`config.mk`:
```
export PLATFORM = sky130hd
export DESIGN_NAME = pmps_ctrl
export DESIGN_NICKNAME = d
export VERILOG_FILES = /design/src/hdl/pmps_pkg.sv /design/src/hdl/pmps_ctrl.sv
export SDC_FILE = /design/constraint.sdc
export NUM_CORES = 1
export LEC_CHECK = 0
export ABC_AREA = 1
export BUFFER_PORTS_ARGS = -buffer_cell sky130_fd_sc_hd__buf_2
export CAP_MARGIN = 0
export CORE_AREA = 4 4 41 43
export DETAILED_ROUTE_END_ITERATION = 6
export DIE_AREA = 0 0 45 47
export GPL_ROUTABILITY_DRIVEN = 0
export RECOVER_POWER = 50
export SLEW_MARGIN = 30
export SYNTH_ARGS = -nofsm -noshare
export SYNTH_HDL_FRONTEND = slang
export SYNTH_SLANG_ARGS = --single-unit
export TNS_END_PERCENT = 1
```
`constraint.sdc`:
```
create_clock -name aclk -period 2.5 [get_ports aclk]
set_input_delay 0.5 -clock aclk [delete_from_list [all_inputs] [get_ports aclk]]
set_output_delay 0.5 -clock aclk [all_outputs]
set_load 0.005 [all_outputs]
```
`src/hdl/pmps_pkg.sv`:
```
// Shared types, codes and helper functions of the PIM/memory phase switch policy
`timescale 1ns / 1ps
package pmps_pkg;

    // event kinds carried on tuser
    localparam logic [1:0] KIND_TICK = 2'd0;
    localparam logic [1:0] KIND_MEM  = 2'd1;
    localparam logic [1:0] KIND_PIM  = 2'd2;

    // configuration register indexes
    localparam logic [2:0] CFG_MEM_QUEUE_SIZE  = 3'd0;
    localparam logic [2:0] CFG_PIM_QUEUE_SIZE  = 3'd1;
    localparam logic [2:0] CFG_SWITCH_BATCHES  = 3'd2;
    localparam logic [2:0] CFG_MAX_MIN_BATCHES = 3'd3;
    localparam logic [2:0] CFG_RATIO_HIGH      = 3'd4;
    localparam logic [2:0] CFG_RATIO_LOW       = 3'd5;

    localparam int CFG_ADDR_W  = 3;
    localparam int CFG_DATA_W  = 16;
    localparam int QSIZE_W     = 13;
    localparam int OUT_TDATA_W = 32;

    // growth is only defined for phase lengths below 2^48
    localparam int GROWTH_PLEN_BITS = 48;

    // objective thresholds in Q0.16
    localparam logic [15:0] OBJ_SMALL = 16'd3276;
    localparam logic [15:0] OBJ_MID   = 16'd6553;
    localparam logic [15:0] OBJ_LARGE = 16'd32768;

    // ratio steps in Q8.8
    localparam logic [15:0] STEP_FINE   = 16'd51;
    localparam logic [15:0] STEP_HALF   = 16'd128;
    localparam logic [15:0] STEP_WHOLE  = 16'd256;
    localparam logic [15:0] RATIO_RESET = 16'd256;

    typedef struct packed {
        logic load;
        logic dec;
        logic mul;
        logic div_start;
        logic div_sel_pim;
        logic store_mem;
        logic store_pim;
        logic adapt;
        logic swt;
        logic fin;
    } pmps_cmd_t;

    typedef struct packed {
        logic is_tick;
        logic need_adapt;
        logic div_done;
        logic out_valid;
    } pmps_sts_t;

    // saturating increment bounded by the high limit
    function automatic logic [15:0] ratio_up(input logic [15:0] r, input logic [15:0] d,
                                             input logic [15:0] hi);
        logic [16:0] s;
        s = {1'b0, r} + {1'b0, d};
        return (s < {1'b0, hi}) ? s[15:0] : hi;
    endfunction

    // decrement that falls back to the low limit
    function automatic logic [15:0] ratio_down(input logic [15:0] r, input logic [15:0] d,
                                               input logic [15:0] lo);
        logic [16:0] t;
        t = {1'b0, lo} + {1'b0, d};
        return ({1'b0, r} >= t) ? (r - d) : lo;
    endfunction

    // (hi - lo) / 2, zero when the bounds are crossed
    function automatic logic [15:0] ratio_mid(input logic [15:0] hi, input logic [15:0] lo);
        logic [15:0] diff;
        diff = hi - lo;
        return (hi < lo) ? 16'd0 : {1'b0, diff[15:1]};
    endfunction

endpackage

```
`src/hdl/pmps_ctrl.sv`:
```
// Sequencer of the phase switch policy
`timescale 1ns / 1ps
module pmps_ctrl import pmps_pkg::*; (
    input  logic      aclk,
    input  logic      aresetn,
    input  logic      s_tvalid,
    output logic      s_tready,
    input  logic      m_tready,
    input  pmps_sts_t sts,
    output pmps_cmd_t cmd
);
    localparam logic [3:0] ST_IDLE  = 4'd0;
    localparam logic [3:0] ST_DEC   = 4'd1;
    localparam logic [3:0] ST_MUL   = 4'd2;
    localparam logic [3:0] ST_STA   = 4'd3;
    localparam logic [3:0] ST_WTA   = 4'd4;
    localparam logic [3:0] ST_WTP   = 4'd5;
    localparam logic [3:0] ST_ADAPT = 4'd6;
    localparam logic [3:0] ST_SWT   = 4'd7;
    localparam logic [3:0] ST_FIN   = 4'd8;

    logic [3:0] state_reg, state_next;

    assign s_tready = (state_reg == ST_IDLE) && (!sts.out_valid || m_tready);

    // next state and commands
    always_comb begin
        state_next = state_reg;
        cmd        = '0;
        case (state_reg)
            ST_IDLE: begin
                if (s_tvalid && s_tready) begin
                    cmd.load   = 1'b1;
                    state_next = ST_DEC;
                end
            end
            ST_DEC: begin
                cmd.dec = 1'b1;
                if (!sts.is_tick) begin
                    state_next = ST_IDLE;
                end else if (sts.need_adapt) begin
                    state_next = ST_MUL;
                end else begin
                    state_next = ST_SWT;
                end
            end
            ST_MUL: begin
                cmd.mul    = 1'b1;
                state_next = ST_STA;
            end
            ST_STA: begin
                cmd.div_start = 1'b1;
                state_next    = ST_WTA;
            end
            ST_WTA: begin
                if (sts.div_done) begin
                    cmd.store_mem   = 1'b1;
                    cmd.div_start   = 1'b1;
                    cmd.div_sel_pim = 1'b1;
                    state_next      = ST_WTP;
                end
            end
            ST_WTP: begin
                if (sts.div_done) begin
                    cmd.store_pim = 1'b1;
                    state_next    = ST_ADAPT;
                end
            end
            ST_ADAPT: begin
                cmd.adapt  = 1'b1;
                state_next = ST_SWT;
            end
            ST_SWT: begin
                cmd.swt    = 1'b1;
                state_next = ST_FIN;
            end
            ST_FIN: begin
                cmd.fin    = 1'b1;
                state_next = ST_IDLE;
            end
            default: begin
                state_next = ST_IDLE;
            end
        endcase
    end

    always_ff @(posedge aclk) begin
        if (!aresetn) begin
            state_reg <= ST_IDLE;
        end else begin
            state_reg <= state_next;
        end
    end
endmodule

```
* Word-level counts from Yosys, hierarchy flattened
Cells that the tools add are included.
** Storage, ports and cells
- Register bits after elaboration :: 4
- Input port bits :: 8
- Output and inout bits :: 11
- Logic and storage cells :: 36
** Cells by class
- Equality and inequality tests :: 11
- Multiplexer cells :: 18
- Reductions and logical operators :: 6
** Operators by type and width (number)
- one-hot mux 4 bit (8 select lines) :: 1
- equality test 4 x 3 -> 1 bit, second input constant :: 4
- 2-to-1 mux 4 bit :: 4
- 2-to-1 mux 1 bit :: 9
- equality test 4 x 2 -> 1 bit, second input constant :: 2
- 2-to-1 mux 3 bit :: 2
- equality test 4 x 1 -> 1 bit, second input constant :: 1
- equality test 4 bit, second input constant :: 1
- logical NOT 4 bit :: 1
- != test 2 bit, second input constant :: 2
- AND reduction 3 bit :: 1
- logical AND 1 bit :: 2
- 2-to-1 mux 2 bit :: 1
- != test 2 x 1 -> 1 bit, second input constant :: 1
- one-hot mux 1 bit (2 select lines) :: 1
- logical NOT 1 bit :: 1
- logical OR 1 bit :: 1

* Logic depth before layout (Yosys ltp)
- Depth in word-level cells :: 6
- Depth in mapped cells :: 6
- Gate-level depth less buffers :: 6

* Worst setup path before layout
Ideal clock, no wire load.
- Kind :: register -> output
- Start :: register state_reg[3]
- End :: output port cmd[5] (netlist name)
- Data arrival time :: 919 ps
- Buffers on the path :: 1
- Path slack :: 1081 ps
- Required time :: 2000 ps
- Stages on the path, launching flop included :: 7
- Path through :: dfxtp_1 inv_2 nand2_1 nor2_1 inv_1 nor2_1 buf_4
** RTL lines
- from (decl) :: RTL line pmps_ctrl.sv:22 : logic [3:0] state_reg, state_next;
- from (signal assigned) :: RTL line pmps_ctrl.sv:91 : state_reg <= state_next;
- to (decl) :: RTL line pmps_ctrl.sv:10 : output pmps_cmd_t cmd

==> flow_summary.ini <==
[critical_path]
rr_worst_depth = 6
path_class = reg2out
cp-start-kind = register
rrSetupSlack_ns = 1.37
worst_r2r_endpoint = state_reg[0]
critPathMaxFanout = 6
critPathArrivalTime_ns = 1.19
r2r_start = state_reg[0]
crit_path_end_kind = output pin
cp.required_ns = 2.00

[synth]
syn_avg_cell_area_um2 = 5.52
syn_nets = 69
ys_top_cells_by_area = dfxtp_1 24%, nand2_1 16%, inv_1 11%, nor2_1 11%, nor2_2 7.4%
synth_top_area_cell = dfxtp_1
ys_seq_area_share_pct = 23.8
synth_seq_cells = 4
synthCells = 61
synth_cell_type_count = 14
yosysWarnings = 0
yosys.area.top_type_share_pct = 23.8
syn-cell-area_um2 = 337

[sta]
finalCritPeriodShare_pct = 67.8
setup_viol = 0
rsz0062_at_grt = false
tns_ns = 0
finalHoldViolations = 0
tightestPinTransition_ns = 0.246
layout_min_cycle_time_ns = 1.69
maxSlewViolCount = 0
relSlewSlack_pct = 83.6
skew_ns = 0.00238
finalWorstSetupSlack_ns = 0.805
max_freq_mhz = 590

[final_layout]
layout-drive-gt1-share_pct = 32.1
instances_no_fill = 96
final_common_cell = buf_2
nets = 91
fillers = 171
syn_to_final_growth_pct = 35.3
fin_area_um2 = 455
num_antenna_cells = 0
multi_input_area_um2 = 198
final_cell_mix = 16 x buf_2, 14 x nand2_1, 11 x nor2_1, 11 x inv_1, 5 x nor3_1
largest_reg_flops = 4
regArea_um2 = 80.1

[global_routing]
grt_overflow = 0
grt_pass1_wl_um = 1500
track_usage_pct = 10.2
grt_max_degree = 8
grt_pass1_vias = 388
antenna_found_initial = 0

[min_path]
hp-start = aresetn
hold_class = in2reg
hold_depth = 3
min_to = state_reg[0]

[placement]
dp_hpwl_um = 731
pre_cts_ws_ns = 0.962
dp_cells = 93
io_buffer_count = 18
placed_cell_area_um2 = 438

[cts]
cts_resized = 0
clk_latency_ns = 0.23
postCtsHoldBufs = 0
root_buffer = clkbuf_4
post_cts_buffers = 0
cts_buffer_depth = 2
cts.sinks = 4
cts_buffers = 3
cts-htree-levels = 1
cts_tree = done
clkTransAtPathRegs_ns = 0.03

[route]
drt_wl_total_um = 847
firstDrtPassIters = 4
wl_per_cell_um = 8.82
ant_nets = 0
vias_per_cell = 4.38
drcViolationCount = 0
drt_iter0_markers = 3
via_count = 420

[die]
fp.dieW_um = 45
fp-row-count = 13
io_pins = 19
die_area_mm2 = 0.00212
start_util_pct = 25.9
die_h_um = 47
coreArea_mm2 = 0.00130

[power]
switchingPower_w = 0.0000785
peakVddDrop_v = 0.000306
p_per_area_mw_per_mm2 = 512
p_int_w = 0.000155
design_power_total_w = 0.000233
leakage_nw = 0.270
pwr-share-seq_pct = 33.0
comb_power_share_pct = 33.6
clkPwrFrac_pct = 33.4
switching_share_pct = 33.7

[status]
status = complete, no violations

[flow_run]
maxCapViolCount = 0
worst max path at each step:
stage,start,end,depth (start not counted)
after detailed placement,sts[0],cmd[9],5
after CTS,state_reg[2],cmd[9],4
after floorplan,state_reg[3],cmd[5],6
final,state_reg[0],cmd[3],5
after global routing,state_reg[0],cmd[4],6
after global placement,m_tready,cmd[9],6
power by group through the flow:
stage / Combinational, W / Sequential [W] / Clock, W
floorplan: 0.0000544 / 0.0000768 / 0
global placement: 0.0000802 / 0.0000782 / 0
detailed placement: 0.0000801 / 0.0000783 / 0
CTS: 0.0000806 / 0.0000773 / 0.0000844
global route: 0.0000932 / 0.0000779 / 0.0000913
finish: 0.0000784 / 0.0000769 / 0.0000779
routing by layer:
metal / track usage [%] / up-vias / wire (um)
li1: - / 228 / -
met1: 12.0 / 177 / 411
met2: 14.4 / 15 / 344
met3: 6.13 / 0 / 91
met4: 5.26 / 0 / 0
met5: 0 / - / 0
critical path: stages (launching register included):
cell and delay, ns:
dfxtp_1 0.40, inv_1 0.09, nor2_1 0.18, nand2_1 0.09, nor2_1 0.08, buf_2 0.11
cell families after synthesis:
group | after synthesis | synth area share, %
and+or+nand+nor | 38 | 49.4
buffers and inverters | 14 | 16.7
AOI/OAI and AO/OA | 5 | 10.0
DFF | 4 | 23.8
metrics by stage:
stage / hold slack [ns] / util, %
6_report: 0.540 / 35.0
5_1_grt: 0.541 / 35.0
4_1_cts: 0.529 / 35.4
3_5_place_dp: 0.568 / 33.7
3_3_place_gp: 0.565 / 33.7
2_1_floorplan: 0.525 / -
area by class of cell:
| cell class | instances | area share (%) |
|---|---|---|
| multi-input combinational | 43 | 43.4 |
| timing repair buffer | 18 | 19.2 |
| sequential | 4 | 17.6 |
| tap | 15 | 4.12 |
| clock buffer | 3 | 4.95 |
| inverter | 13 | 10.7 |
synth_stat cells:
cell / count
nand2_1: 14
inv_1: 10
nor2_1: 10
nor3_1: 5
dfxtp_1: 4
nand3_1: 4
nor2_2: 4
inv_2: 3
a21oi_2: 2
a31oi_1: 1
buf_4: 1
nand4_1: 1
o21ai_0: 1
o21ai_1: 1
No activity file was read; power rests on OpenSTA's default activity.
